--- src/hdl/tgad_pkg.sv ---
// shared types and constants for the tga stream decoder
`default_nettype none

package tgad_pkg;

  localparam logic [4:0] HDR_LEN       = 5'd18;
  localparam logic [4:0] POS_TYPE      = 5'd2;
  localparam logic [4:0] POS_WIDTH_LO  = 5'd12;
  localparam logic [4:0] POS_WIDTH_HI  = 5'd13;
  localparam logic [4:0] POS_HEIGHT_LO = 5'd14;
  localparam logic [4:0] POS_HEIGHT_HI = 5'd15;
  localparam logic [4:0] POS_DEPTH     = 5'd16;

  localparam logic [7:0] TYPE_RAW      = 8'd2;
  localparam logic [7:0] TYPE_RLE_RGB  = 8'd10;
  localparam logic [7:0] TYPE_RLE_GRAY = 8'd11;

  localparam logic [7:0] DEPTH_8  = 8'd8;
  localparam logic [7:0] DEPTH_24 = 8'd24;
  localparam logic [7:0] DEPTH_32 = 8'd32;

  localparam logic [7:0] PKT_REPEAT_MASK = 8'h80;
  localparam logic [7:0] PKT_COUNT_MASK  = 8'h7f;

  localparam logic [1:0] KIND_HEADER = 2'd0;
  localparam logic [1:0] KIND_RUN    = 2'd1;
  localparam logic [1:0] KIND_ERROR  = 2'd2;

  localparam logic ERR_TYPE  = 1'b0;
  localparam logic ERR_DEPTH = 1'b1;

  localparam logic [1:0] FMT_ALPHA = 2'd0;
  localparam logic [1:0] FMT_RGB   = 2'd1;
  localparam logic [1:0] FMT_RGBA  = 2'd2;

  localparam logic [2:0] BPP_ALPHA = 3'd1;
  localparam logic [2:0] BPP_RGB   = 3'd3;
  localparam logic [2:0] BPP_RGBA  = 3'd4;

  typedef struct packed {
    logic [7:0] file_byte;
    logic       first_byte;
  } item_t;

  typedef struct packed {
    logic [1:0]  kind;
    logic        error_code;
    logic [15:0] image_width;
    logic [15:0] image_height;
    logic [1:0]  pixel_format;
    logic [7:0]  red;
    logic [7:0]  green;
    logic [7:0]  blue;
    logic [7:0]  alpha;
    logic [7:0]  run_length;
    logic        last;
  } result_t;

  function automatic logic [1:0] fmt_of(input logic [2:0] bpp);
    logic [1:0] f;
    case (bpp)
      BPP_RGBA: f = FMT_RGBA;
      BPP_RGB:  f = FMT_RGB;
      default:  f = FMT_ALPHA;
    endcase
    return f;
  endfunction

endpackage

`default_nettype wire

--- src/hdl/tgad_in_stage.sv ---
// input register stage of the tga stream decoder
`default_nettype none

module tgad_in_stage (
  input  wire logic           clk,
  input  wire logic           rst_n,
  input  wire logic           in_valid,
  output logic                in_ready,
  input  wire logic [7:0]     in_file_byte,
  input  wire logic           in_first_byte,
  input  wire logic           advance,
  output logic                item_vld,
  output tgad_pkg::item_t     item
);
  import tgad_pkg::*;

  logic  vld_r;
  logic  vld_nxt;
  item_t item_r;

  assign in_ready = !vld_r || advance;
  assign item_vld = vld_r;
  assign item     = item_r;

  always_comb begin
    vld_nxt = vld_r;
    if (in_valid && in_ready) begin
      vld_nxt = 1'b1;
    end else if (advance) begin
      vld_nxt = 1'b0;
    end
  end

  always_ff @(posedge clk) begin
    if (!rst_n) begin
      vld_r <= 1'b0;
    end else begin
      vld_r <= vld_nxt;
    end
  end

  always_ff @(posedge clk) begin
    if (in_valid && in_ready) begin
      item_r.file_byte  <= in_file_byte;
      item_r.first_byte <= in_first_byte;
    end
  end

endmodule

`default_nettype wire

--- src/hdl/tgad_parser.sv ---
// header parser and pixel packet decoder, one byte per step
`default_nettype none

module tgad_parser (
  input  wire logic             clk,
  input  wire logic             rst_n,
  input  wire logic             step,
  input  wire tgad_pkg::item_t  item,
  output logic                  res_vld,
  output tgad_pkg::result_t     res
);
  import tgad_pkg::*;

  logic [4:0]  pos_r, pos_nxt;
  logic        idle_r, idle_nxt;
  logic        rle_r, rle_nxt;
  logic [2:0]  bpp_r, bpp_nxt;
  logic [15:0] width_r, width_nxt;
  logic [15:0] height_r, height_nxt;
  logic [31:0] pixels_r, pixels_nxt;
  logic [7:0]  pkt_left_r, pkt_left_nxt;
  logic        rep_r, rep_nxt;
  logic [1:0]  idx_r, idx_nxt;
  logic [23:0] pix_r, pix_nxt;

  logic [7:0]  b;
  logic [4:0]  cur_pos;
  logic        cur_idle;
  logic [7:0]  cnt;
  logic [7:0]  run;
  logic [31:0] pixels_after;
  logic [2:0]  idx_plus;

  assign b        = item.file_byte;
  // a first byte restarts the header parse with this byte as byte zero
  assign cur_pos  = item.first_byte ? 5'd0 : pos_r;
  assign cur_idle = item.first_byte ? 1'b0 : idle_r;
  assign idx_plus = {1'b0, idx_r} + 3'd1;

  always_comb begin
    pos_nxt      = pos_r;
    idle_nxt     = idle_r;
    rle_nxt      = rle_r;
    bpp_nxt      = bpp_r;
    width_nxt    = width_r;
    height_nxt   = height_r;
    pixels_nxt   = pixels_r;
    pkt_left_nxt = pkt_left_r;
    rep_nxt      = rep_r;
    idx_nxt      = idx_r;
    pix_nxt      = pix_r;
    res_vld      = 1'b0;
    res          = '0;
    cnt          = 8'd0;
    run          = 8'd0;
    pixels_after = pixels_r;

    if (step) begin
      if (item.first_byte) begin
        pos_nxt      = 5'd0;
        idle_nxt     = 1'b0;
        rle_nxt      = 1'b0;
        bpp_nxt      = 3'd0;
        pixels_nxt   = 32'd0;
        pkt_left_nxt = 8'd0;
        rep_nxt      = 1'b0;
        idx_nxt      = 2'd0;
      end
      if (!cur_idle) begin
        if (cur_pos < HDR_LEN) begin
          pos_nxt = cur_pos + 5'd1;
          case (cur_pos)
            POS_TYPE: begin
              if (b != TYPE_RAW && b != TYPE_RLE_RGB && b != TYPE_RLE_GRAY) begin
                res_vld        = 1'b1;
                res.kind       = KIND_ERROR;
                res.error_code = ERR_TYPE;
                idle_nxt       = 1'b1;
              end else begin
                rle_nxt = (b != TYPE_RAW);
              end
            end
            POS_WIDTH_LO:  width_nxt[7:0]   = b;
            POS_WIDTH_HI:  width_nxt[15:8]  = b;
            POS_HEIGHT_LO: height_nxt[7:0]  = b;
            POS_HEIGHT_HI: height_nxt[15:8] = b;
            POS_DEPTH: begin
              res_vld = 1'b1;
              if (b != DEPTH_8 && b != DEPTH_24 && b != DEPTH_32) begin
                res.kind       = KIND_ERROR;
                res.error_code = ERR_DEPTH;
                idle_nxt       = 1'b1;
              end else begin
                bpp_nxt          = b[5:3];
                pixels_nxt       = {16'd0, width_r} * {16'd0, height_r};
                pkt_left_nxt     = 8'd0;
                rep_nxt          = 1'b0;
                idx_nxt          = 2'd0;
                pix_nxt          = 24'd0;
                res.kind         = KIND_HEADER;
                res.image_width  = width_r;
                res.image_height = height_r;
                res.pixel_format = fmt_of(b[5:3]);
                // empty image: no pixel data follows
                if (width_r == 16'd0 || height_r == 16'd0) begin
                  res.last = 1'b1;
                  idle_nxt = 1'b1;
                end
              end
            end
            default: ;
          endcase
        end else if (rle_r && pkt_left_r == 8'd0) begin
          // packet header byte
          cnt = {1'b0, b[6:0] & PKT_COUNT_MASK[6:0]} + 8'd1;
          if (pixels_r < {24'd0, cnt}) begin
            cnt = pixels_r[7:0];
          end
          pkt_left_nxt = cnt;
          rep_nxt      = |(b & PKT_REPEAT_MASK);
          idx_nxt      = 2'd0;
        end else if (idx_plus < bpp_r) begin
          case (idx_r)
            2'd0:    pix_nxt[7:0]   = b;
            2'd1:    pix_nxt[15:8]  = b;
            2'd2:    pix_nxt[23:16] = b;
            default: ;
          endcase
          idx_nxt = idx_plus[1:0];
        end else begin
          case (bpp_r)
            BPP_RGB: begin
              res.red   = b;
              res.green = pix_r[15:8];
              res.blue  = pix_r[7:0];
            end
            BPP_RGBA: begin
              res.red   = pix_r[23:16];
              res.green = pix_r[15:8];
              res.blue  = pix_r[7:0];
              res.alpha = b;
            end
            default: res.alpha = b;
          endcase
          idx_nxt = 2'd0;
          pix_nxt = 24'd0;
          if (rle_r && rep_r) begin
            run          = pkt_left_r;
            pkt_left_nxt = 8'd0;
          end else begin
            run = 8'd1;
            if (rle_r) begin
              pkt_left_nxt = pkt_left_r - 8'd1;
            end
          end
          if (pixels_r < {24'd0, run}) begin
            run = pixels_r[7:0];
          end
          pixels_after     = pixels_r - {24'd0, run};
          pixels_nxt       = pixels_after;
          res_vld          = 1'b1;
          res.kind         = KIND_RUN;
          res.image_width  = width_r;
          res.image_height = height_r;
          res.pixel_format = fmt_of(bpp_r);
          res.run_length   = run;
          res.last         = (pixels_after == 32'd0);
          if (pixels_after == 32'd0) begin
            idle_nxt = 1'b1;
          end
        end
      end
    end
  end

  always_ff @(posedge clk) begin
    if (!rst_n) begin
      pos_r      <= 5'd0;
      idle_r     <= 1'b1;
      rle_r      <= 1'b0;
      bpp_r      <= 3'd0;
      pixels_r   <= 32'd0;
      pkt_left_r <= 8'd0;
      rep_r      <= 1'b0;
      idx_r      <= 2'd0;
    end else begin
      pos_r      <= pos_nxt;
      idle_r     <= idle_nxt;
      rle_r      <= rle_nxt;
      bpp_r      <= bpp_nxt;
      pixels_r   <= pixels_nxt;
      pkt_left_r <= pkt_left_nxt;
      rep_r      <= rep_nxt;
      idx_r      <= idx_nxt;
    end
  end

  always_ff @(posedge clk) begin
    width_r  <= width_nxt;
    height_r <= height_nxt;
    pix_r    <= pix_nxt;
  end

  // header position never runs past the start of pixel data
  a_pos_bound: assert property (@(posedge clk) disable iff (!rst_n)
    pos_r <= HDR_LEN)
    else $error("header position past end of header");

  a_error_idles: assert property (@(posedge clk) disable iff (!rst_n)
    res_vld && res.kind == KIND_ERROR |=> idle_r)
    else $error("error result did not stop the stream");

  a_last_idles: assert property (@(posedge clk) disable iff (!rst_n)
    res_vld && res.last |=> idle_r)
    else $error("last result did not stop the stream");

  a_run_nonzero: assert property (@(posedge clk) disable iff (!rst_n)
    res_vld && res.kind == KIND_RUN |-> res.run_length != 8'd0)
    else $error("pixel run with zero length");

endmodule

`default_nettype wire

--- src/hdl/tgad_out_stage.sv ---
// result register of the tga stream decoder
`default_nettype none

module tgad_out_stage (
  input  wire logic               clk,
  input  wire logic               rst_n,
  input  wire logic               load,
  input  wire tgad_pkg::result_t  res,
  input  wire logic               out_ready,
  output logic                    out_valid,
  output tgad_pkg::result_t       out_res
);
  import tgad_pkg::*;

  logic    vld_r;
  logic    vld_nxt;
  result_t res_r;

  assign out_valid = vld_r;
  assign out_res   = res_r;

  always_comb begin
    vld_nxt = vld_r;
    if (load) begin
      vld_nxt = 1'b1;
    end else if (out_ready) begin
      vld_nxt = 1'b0;
    end
  end

  always_ff @(posedge clk) begin
    if (!rst_n) begin
      vld_r <= 1'b0;
    end else begin
      vld_r <= vld_nxt;
    end
  end

  always_ff @(posedge clk) begin
    if (load) begin
      res_r <= res;
    end
  end

endmodule

`default_nettype wire

--- src/hdl/tga_image_stream_decoder.sv ---
// tga stream decoder top level: takes file bytes, gives header, run and error results
//
// in_ channel: one file byte per transfer; in_first_byte marks the first byte of a
// new file and restarts header parsing at any time, even mid-image.
// out_ channel: at most one result per byte. a header result comes on header byte
// 16 (kind 0), an error result on a bad type or depth (kind 2), then one pixel run
// result per raw pixel or repeat packet (kind 1), with out_last on the final run or
// on the header result of an empty image. a taken byte goes into the input register;
// its result, if any, is loaded into the result register when the parser steps, which
// raises out_valid.
// throughput: one byte per cycle unless the receiver stalls; the input register and
// the result register are the only stages and the parse logic between them is a
// single pass. when the receiver stalls with a result waiting, the byte in the input
// register waits and in_ready drops once that register is full; bytes with no result
// still pass only while the result register is free or being drained.
// reset: rst_n synchronous, active low; the decoder then ignores bytes until one
// arrives with in_first_byte set.
`default_nettype none

module tga_image_stream_decoder (
  input  wire logic        clk,
  input  wire logic        rst_n,
  input  wire logic        in_valid,
  output logic             in_ready,
  input  wire logic [7:0]  in_file_byte,
  input  wire logic        in_first_byte,
  output logic             out_valid,
  input  wire logic        out_ready,
  output logic [1:0]       out_kind,
  output logic             out_error_code,
  output logic [15:0]      out_image_width,
  output logic [15:0]      out_image_height,
  output logic [1:0]       out_pixel_format,
  output logic [7:0]       out_red,
  output logic [7:0]       out_green,
  output logic [7:0]       out_blue,
  output logic [7:0]       out_alpha,
  output logic [7:0]       out_run_length,
  output logic             out_last
);
  import tgad_pkg::*;

  logic    item_vld;
  item_t   item;
  logic    advance;
  logic    res_vld;
  result_t res;
  result_t out_res;

  // the parser steps only when the result register can take a result
  assign advance = item_vld && (!out_valid || out_ready);

  tgad_in_stage u_in (
    .clk           (clk),
    .rst_n         (rst_n),
    .in_valid      (in_valid),
    .in_ready      (in_ready),
    .in_file_byte  (in_file_byte),
    .in_first_byte (in_first_byte),
    .advance       (advance),
    .item_vld      (item_vld),
    .item          (item)
  );

  tgad_parser u_parser (
    .clk     (clk),
    .rst_n   (rst_n),
    .step    (advance),
    .item    (item),
    .res_vld (res_vld),
    .res     (res)
  );

  tgad_out_stage u_out (
    .clk       (clk),
    .rst_n     (rst_n),
    .load      (res_vld),
    .res       (res),
    .out_ready (out_ready),
    .out_valid (out_valid),
    .out_res   (out_res)
  );

  assign out_kind         = out_res.kind;
  assign out_error_code   = out_res.error_code;
  assign out_image_width  = out_res.image_width;
  assign out_image_height = out_res.image_height;
  assign out_pixel_format = out_res.pixel_format;
  assign out_red          = out_res.red;
  assign out_green        = out_res.green;
  assign out_blue         = out_res.blue;
  assign out_alpha        = out_res.alpha;
  assign out_run_length   = out_res.run_length;
  assign out_last         = out_res.last;

  a_no_overwrite: assert property (@(posedge clk) disable iff (!rst_n)
    res_vld |-> (!out_valid || out_ready))
    else $error("result would overwrite a waiting result");

  a_result_needs_item: assert property (@(posedge clk) disable iff (!rst_n)
    res_vld |-> item_vld)
    else $error("result without a byte in the input register");

  a_load_shows: assert property (@(posedge clk) disable iff (!rst_n)
    res_vld |=> out_valid)
    else $error("loaded result not presented");

endmodule

`default_nettype wire

--- config.mk ---
export PLATFORM = sky130hd
export DESIGN_NAME = tga_image_stream_decoder
export DESIGN_NICKNAME = d
export VERILOG_FILES = /design/src/hdl/tgad_pkg.sv /design/src/hdl/tgad_in_stage.sv /design/src/hdl/tgad_parser.sv /design/src/hdl/tgad_out_stage.sv /design/src/hdl/tga_image_stream_decoder.sv
export SDC_FILE = /design/constraint.sdc
export NUM_CORES = 1
export LEC_CHECK = 0
export ABC_AREA = 1
export BUFFER_PORTS_ARGS = -buffer_cell sky130_fd_sc_hd__buf_4
export CAP_MARGIN = 20
export CELL_PAD_IN_SITES_DETAIL_PLACEMENT = 1
export CELL_PAD_IN_SITES_GLOBAL_PLACEMENT = 2
export CORE_MARGIN = 3
export CORE_UTILIZATION = 38
export CTS_CLUSTER_SIZE = 40
export DETAILED_ROUTE_END_ITERATION = 10
export PLACE_DENSITY_LB_ADDON = 0.1
export SLEW_MARGIN = 40
export SYNTH_ARGS = -nofsm -noshare
export SYNTH_HDL_FRONTEND = slang
export SYNTH_HIERARCHICAL = 1
export SYNTH_SLANG_ARGS = --single-unit
--- constraint.sdc ---
create_clock -name clk -period 12.3 [get_ports clk]
set_input_delay 1.845 -clock clk [delete_from_list [all_inputs] [get_ports clk]]
set_output_delay 1.845 -clock clk [all_outputs]
set_load 0.03 [all_outputs]
# Word-level counts from Yosys, hierarchy flattened
# Cells that the tools add are included.
dict set report totals {
  reg_bits 198
  in_bits 13
  output_inout_bits 80
  wordCells 200
}
dict set report op_classes {
  addsub 5
  n_mul 1
  n_lt_le_gt_ge 4
  eq_ne 24
  n_mux 102
  bitwise_logic 3
  n_reduce_logical 31
}
# cell count
set ops {}
lappend ops {{$mux 32} 7}
lappend ops {{$mux 8} 26}
lappend ops {{$mux 75} 2}
lappend ops {{$mux 24} 5}
lappend ops {{$mux 34} 3}
lappend ops {{$lt 32x8->1} 2}
lappend ops {{$pmux 24 s2} 1}
lappend ops {{$mux 1} 34}
lappend ops {{$logic_not 16->1} 2}
lappend ops {{$logic_not 32->1} 1}
lappend ops {{$mul 16x16->32} 1}
lappend ops {{$sub 32x8->32} 1}
lappend ops {{$ne 8x4->1 const B} 3}
lappend ops {{$eq 5x4->1 const B} 4}
lappend ops {{$mux 2} 10}
lappend ops {{$mux 3} 6}
lappend ops {{$reduce_and 6->1} 3}
lappend ops {{$reduce_and 4->1} 4}
lappend ops {{$mux 5} 3}
lappend ops {{$ne 3x2->1 const B} 3}
lappend ops {{$add 7x1->8 const B} 1}
lappend ops {{$logic_and 1x1->1} 8}
lappend ops {{$logic_not 8->1} 1}
lappend ops {{$ne 8x2->1 const B} 1}
lappend ops {{27 further kinds} 38}

# Depth between registers and ports, before layout
dict set report depth {
  word_depth 21
  mapped_depth 32
  mapped_depth_nobuf 30
}

# By module
# The synthesis kept the hierarchy.
# module instances cells_per_inst area_per_inst_um2
set by_module_without_submodules {}
lappend by_module_without_submodules {tgad_parser 1 2418 17080.1}
lappend by_module_without_submodules {tgad_out_stage 1 84 2386.0}
lappend by_module_without_submodules {tgad_in_stage 1 16 321.6}
lappend by_module_without_submodules {tga_image_stream_decoder 1 3 16.3}

# Worst setup path after synthesis
# OpenSTA, ideal clock, no wires.
dict set report synth_timing {
  path_kind {input to register}
  startpoint {in out_ready}
  endpoint {reg u_out.vld_r (netlist: u_out/out_valid)}
  setup_ns 0.084
  arrival_time_ns 9.563
  required_ns 12.216
  setup_slack_ns 2.653
  path_stages 9
  n_path_buf 1
  path_cell_list {inv_1 a21oi_2 inv_2 nor2_2 inv_2 buf_1 a311oi_1 inv_1 a21oi_2}
}
dict set report synth_via {
  elab_chain_len 4
  elab_cells_between_ends 5
  classes_between {mux (2); reduce/logical (3)}
}
# item line
set synth_rtl {}
lappend synth_rtl {{from (decl)} tga_image_stream_decoder.sv:28} ;# input wire logic out_ready,
lappend synth_rtl {{$logic_or 1x1->1 *} tga_image_stream_decoder.sv:51} ;# assign advance = item_vld && (!out_valid || out_ready);
lappend synth_rtl {{$logic_and 1x1->1 *} tga_image_stream_decoder.sv:51}
lappend synth_rtl {{via advance} tga_image_stream_decoder.sv:45} ;# logic advance;
lappend synth_rtl {{$mux 1 *} tgad_parser.sv:58} ;# if (step) begin
lappend synth_rtl {{via res_vld} tga_image_stream_decoder.sv:46} ;# logic res_vld;
lappend synth_rtl {{$mux 1 or $reduce_bool 2->1 (tied branches)} -}
lappend synth_rtl {{to (signal assigned)} tgad_out_stage.sv:35} ;# vld_r <= vld_nxt;
lappend synth_rtl {{to (decl)} tgad_out_stage.sv:15} ;# logic vld_r;
# The timed path passes the listed nets; every way through them passes the cells marked *.
# A chain may end at the register's enable or synchronous reset.

# Worst setup path after layout
dict set report layout_timing {
  startpoint {reg u_parser.height_r[1]}
  endpoint {reg u_parser.pixels_r[21]}
}
dict set report layout_via {
  elab_chain_len 5
}
# item line
set layout_rtl {}
lappend layout_rtl {{from (decl)} tgad_parser.sv:19} ;# logic [15:0] height_r, height_nxt;
lappend layout_rtl {{from (signal assigned)} tgad_parser.sv:200} ;# height_r <= height_nxt;
lappend layout_rtl {{$mul 16x16->32} tgad_parser.sv:95} ;# pixels_nxt = {16'd0, width_r} * {16'd0, height_r};
lappend layout_rtl {{$mux 32} tgad_parser.sv:89} ;# if (b != DEPTH_8 && b != DEPTH_24 && b != DEPTH_32) begin
lappend layout_rtl {{$mux 32} tgad_parser.sv:72} ;# case (cur_pos)
lappend layout_rtl {{$mux 32} tgad_parser.sv:70} ;# if (cur_pos < HDR_LEN) begin
lappend layout_rtl {{$mux 32} tgad_parser.sv:69} ;# if (!cur_idle) begin
lappend layout_rtl {{to (signal assigned)} tgad_parser.sv:191} ;# pixels_r <= pixels_nxt;
lappend layout_rtl {{to (decl)} tgad_parser.sv:20} ;# logic [31:0] pixels_r, pixels_nxt;
# Every way passes these cells.

==> metrics.md <==
| Metric | Value |
|---|---|
| Status | `finished, final reports clean` |
| Starting Density | `38.5%` |
| Crit path required time | `around 13 ns` |
| Clk root buf | `clkbuf_16` |
| Crit end category | `register` |
| Power Density | `between 70 and 80 mW/mm²` |
| Number of synthesized flops with an enable pin | `143` |
| R2r worst-path depth | `23` |
| # rows | `83` |
| FF+latch count, synth | `slightly below 200` |
| Hold path depth | `2` |
| Wirelength per Cell | `roughly 21 µm` |
| Overflow after GRT | `0` |
| First-pass GRT wire length | `~100 mm` |
| Die Height | `~230 µm` |
| Worst-Skew Late Latency | `roughly 0.50 ns` |
| Vias in the first global route | `18089` |
| R2r endpoint | `u_parser/pixels_r[21]` |
| Maxcap violations | `0` |
| Largest net degree at the start of global routing | `between 70 and 80` |
| Setup bufs post-CTS | `0` |
| Synth cell types | `57` |
| CTS clk-pin slew, worst paths | `0.09 ns` |
| Crit path max fanout | `18` |
| Wirelength, routed | `around 67 mm` |
| Startpoint types | `register` |
| Avg Vias per Cell | `approximately 5.2` |
| Synth area leaders | `edfxtp_1, fa_1, nand2_1` |
| Num ports | `93` |
| Layout cells sized above 1 | `roughly 8.7%` |
| Hold buffer count at CTS | `0` |
| Hold crit path type | `register to register` |
| Final routed DRC violation total | `0` |
| CTS H-tree depth | `4` |
| Synth Instances | `2521` |
| Main synth FF type | `edfxtp_1` |
| P&R area growth vs syn | `10.2%` |
| Post-layout nets | `roughly 2900` |
| Reg-to-reg critical path startpoint | `u_parser/height_r[1]` |
| R2R Setup Slk | `roughly 6.0 ns` |
| Area share of the largest cell type after synthesis | `between 20% and 30%` |
| Synth Cell Area | `0.0198 mm²` |
| Sink Count | `198` |
| Die W | `about 230 µm` |
| Clock Tree Buf Depth | `2` |
| Via count | `between 15000 and 20000` |
| Final Setup Violations | `0` |
| Pleak | `10.8 nW` |
| Layout Skew | `around 0.025 ns` |
| CTS tree | `done` |
| GP Congestion | `0.884` |
| Antenna Cells | `0` |
| Final Hold Vio Count | `0` |
| Core area | `between 0.05 and 0.06 mm²` |
| Leading area contributor after synthesis | `edfxtp_1` |
| CP endpoint | `u_parser/pixels_r[21]` |
| # resized after CTS | `0` |
| # port buffers | `92` |
| Design Area, Final | `around 0.022 mm²` |
| Syn Nets | `roughly 2900` |
| Initial antenna violation count | `0` |
| Dpl cell area | `0.0212 mm²` |
| Final period utilization | `51.5%` |
| Gr usage total | `around a quarter` |
| Total CTS buffers | `17` |
| Top cells by count, synth | `nand2_1, inv_1, nor2_1` |
| DIE AREA | `around 0.055 mm²` |
| Peak supply drop | `0.0000854 V` |
| Total negative slack | `0 ns` |
| DRT iter0 DRCs | `approximately 880` |
| Seq/Total Area, Yosys | `27.2%` |
| RSZ-0062 raised after global routing | `false` |
| Slew margin rel. | `between 40% and 50%` |
| Syn Area/Cell | `between 7 and 8 µm²` |
| Detailed placer's ending HPWL | `53.2 mm` |
| WS Path Type | `register to register` |
| Minimum clock period | `between 6 and 7 ns` |
| Top-count cell post-synth | `nand2_1` |
| Fmax | `about 160 MHz` |
| DR pass1 iterations | `5` |
| CP startpoint | `u_parser/height_r[1]` |
| CP arrival | `a little under 7 ns` |
| Slew Limit Fails | `0` |
| Synth warn | `6` |
| Post-DRT Antenna Nets | `0` |
| FFs w/ async S/R, synth | `0%` |
| Worst slew pin tran | `roughly 0.90 ns` |
==> per-stage QoR <==
step | setup slack (ns) | cells | power [mW] | hold WS (ns) | util, %
2_1_floorplan | 2.65 | 2521 | 0.927 | 0.440 | -
3_3_place_gp | 5.97 | 3208 | 1.01 | 0.458 | 41.0
3_5_place_dp | 6.02 | 3213 | 1.02 | 0.486 | 41.2
4_1_cts | 5.95 | 3245 | 1.61 | 0.498 | 42.3
5_1_grt | 5.64 | 3249 | 1.67 | 0.523 | 42.5
6_report | 5.96 | 3249 | 1.60 | 0.498 | 42.5
==> placed cells by master, fill, tap and decap left out, types with 19 or more instances in the layout <==
cell | Yosys | routed
fa_1 | 195 | 195
xor2_1 | 19 | 19
a21oi_1 | 122 | 121
inv_1 | 527 | 527
nand2_1 | 573 | 573
nand3_1 | 89 | 89
nand4_1 | 28 | 28
nor2_1 | 196 | 191
buf_4 | 1 | 108
a31oi_1 | 21 | 21
o21ai_0 | 95 | 95
edfxtp_1 | 143 | 143
nor3_1 | 40 | 39
ha_1 | 141 | 141
dfxtp_1 | 55 | 55
==> layout make-up <==
type,instances,area (µm²)
Fill cell,6287,29600
Tap cell,680,851
Multi-Input combinational cell,1674,12000
Timing Repair Buffer,118,923
Clock inverter,15,181
Inverter,547,2060
Clock buffer,17,425
Sequential cell,198,5400
==> routing by layer <==
layer	wire [µm]	global-route usage, %
met5	0	0
met4	1390	6.46
met3	2680	3.58
met2	32600	42.2
met1	30200	33.5
==> registers in the layout, indices dropped and copies added, names as in the netlist, 2 cells and up <==
register             cells
u_parser/bpp_r           3
u_parser/width_r        16
u_parser/pix_r          24
u_parser/pos_r           5
u_parser/idx_r           2
u_parser/pkt_left_r      8
u_in/item                9
u_parser/height_r       16
u_parser/pixels_r       32
u_out/out_res           78
==> critical path, cell delays in order (launching register included) <==
cell	delay, ns
edfxtp_1	0.91
nand2_1	0.19
fa_1	0.56
inv_1	0.05
fa_1	0.52
inv_1	0.05
fa_1	0.50
inv_1	0.06
fa_1	0.55
inv_1	0.06
fa_1	0.49
inv_1	0.05
fa_1	0.44
ha_1	0.35
a21o_1	0.20
a31oi_1	0.29
o21ai_0	0.19
inv_1	0.08
nand2_1	0.07
or2_2	0.27
nand3_1	0.13
nand3_1	0.10
nand2_1	0.07
inv_1	0.04
==> report_power, final <==
group	internal [mW]	switching, mW
clock	0.275	0.318
sequential	0.722	0.0231
combinational	0.0732	0.185
==> worst min-delay path by stage <==
stage,startpoint,slack (ns),to
2_1_floorplan,u_parser/idle_r,0.44,u_parser/idle_r
3_5_place_dp,u_parser/pos_r[1],0.49,u_parser/pos_r[1]
3_3_place_gp,u_parser/idle_r,0.46,u_parser/idle_r
4_1_cts,u_parser/pos_r[1],0.50,u_parser/pos_r[1]
5_1_grt,u_parser/pos_r[1],0.52,u_parser/pos_r[1]
6_report,u_parser/pos_r[1],0.50,u_parser/pos_r[1]
==> logic make-up after synthesis <==
logic type	after synthesis	synth area share (%)
compound gates	321	9.20
fa+ha+maj	336	28.6
buf+inv	649	12.4
simple gates	990	21.3
xor+xnor	27	1.19
flops	198	27.2
Power figures use the tool's default switching activity.
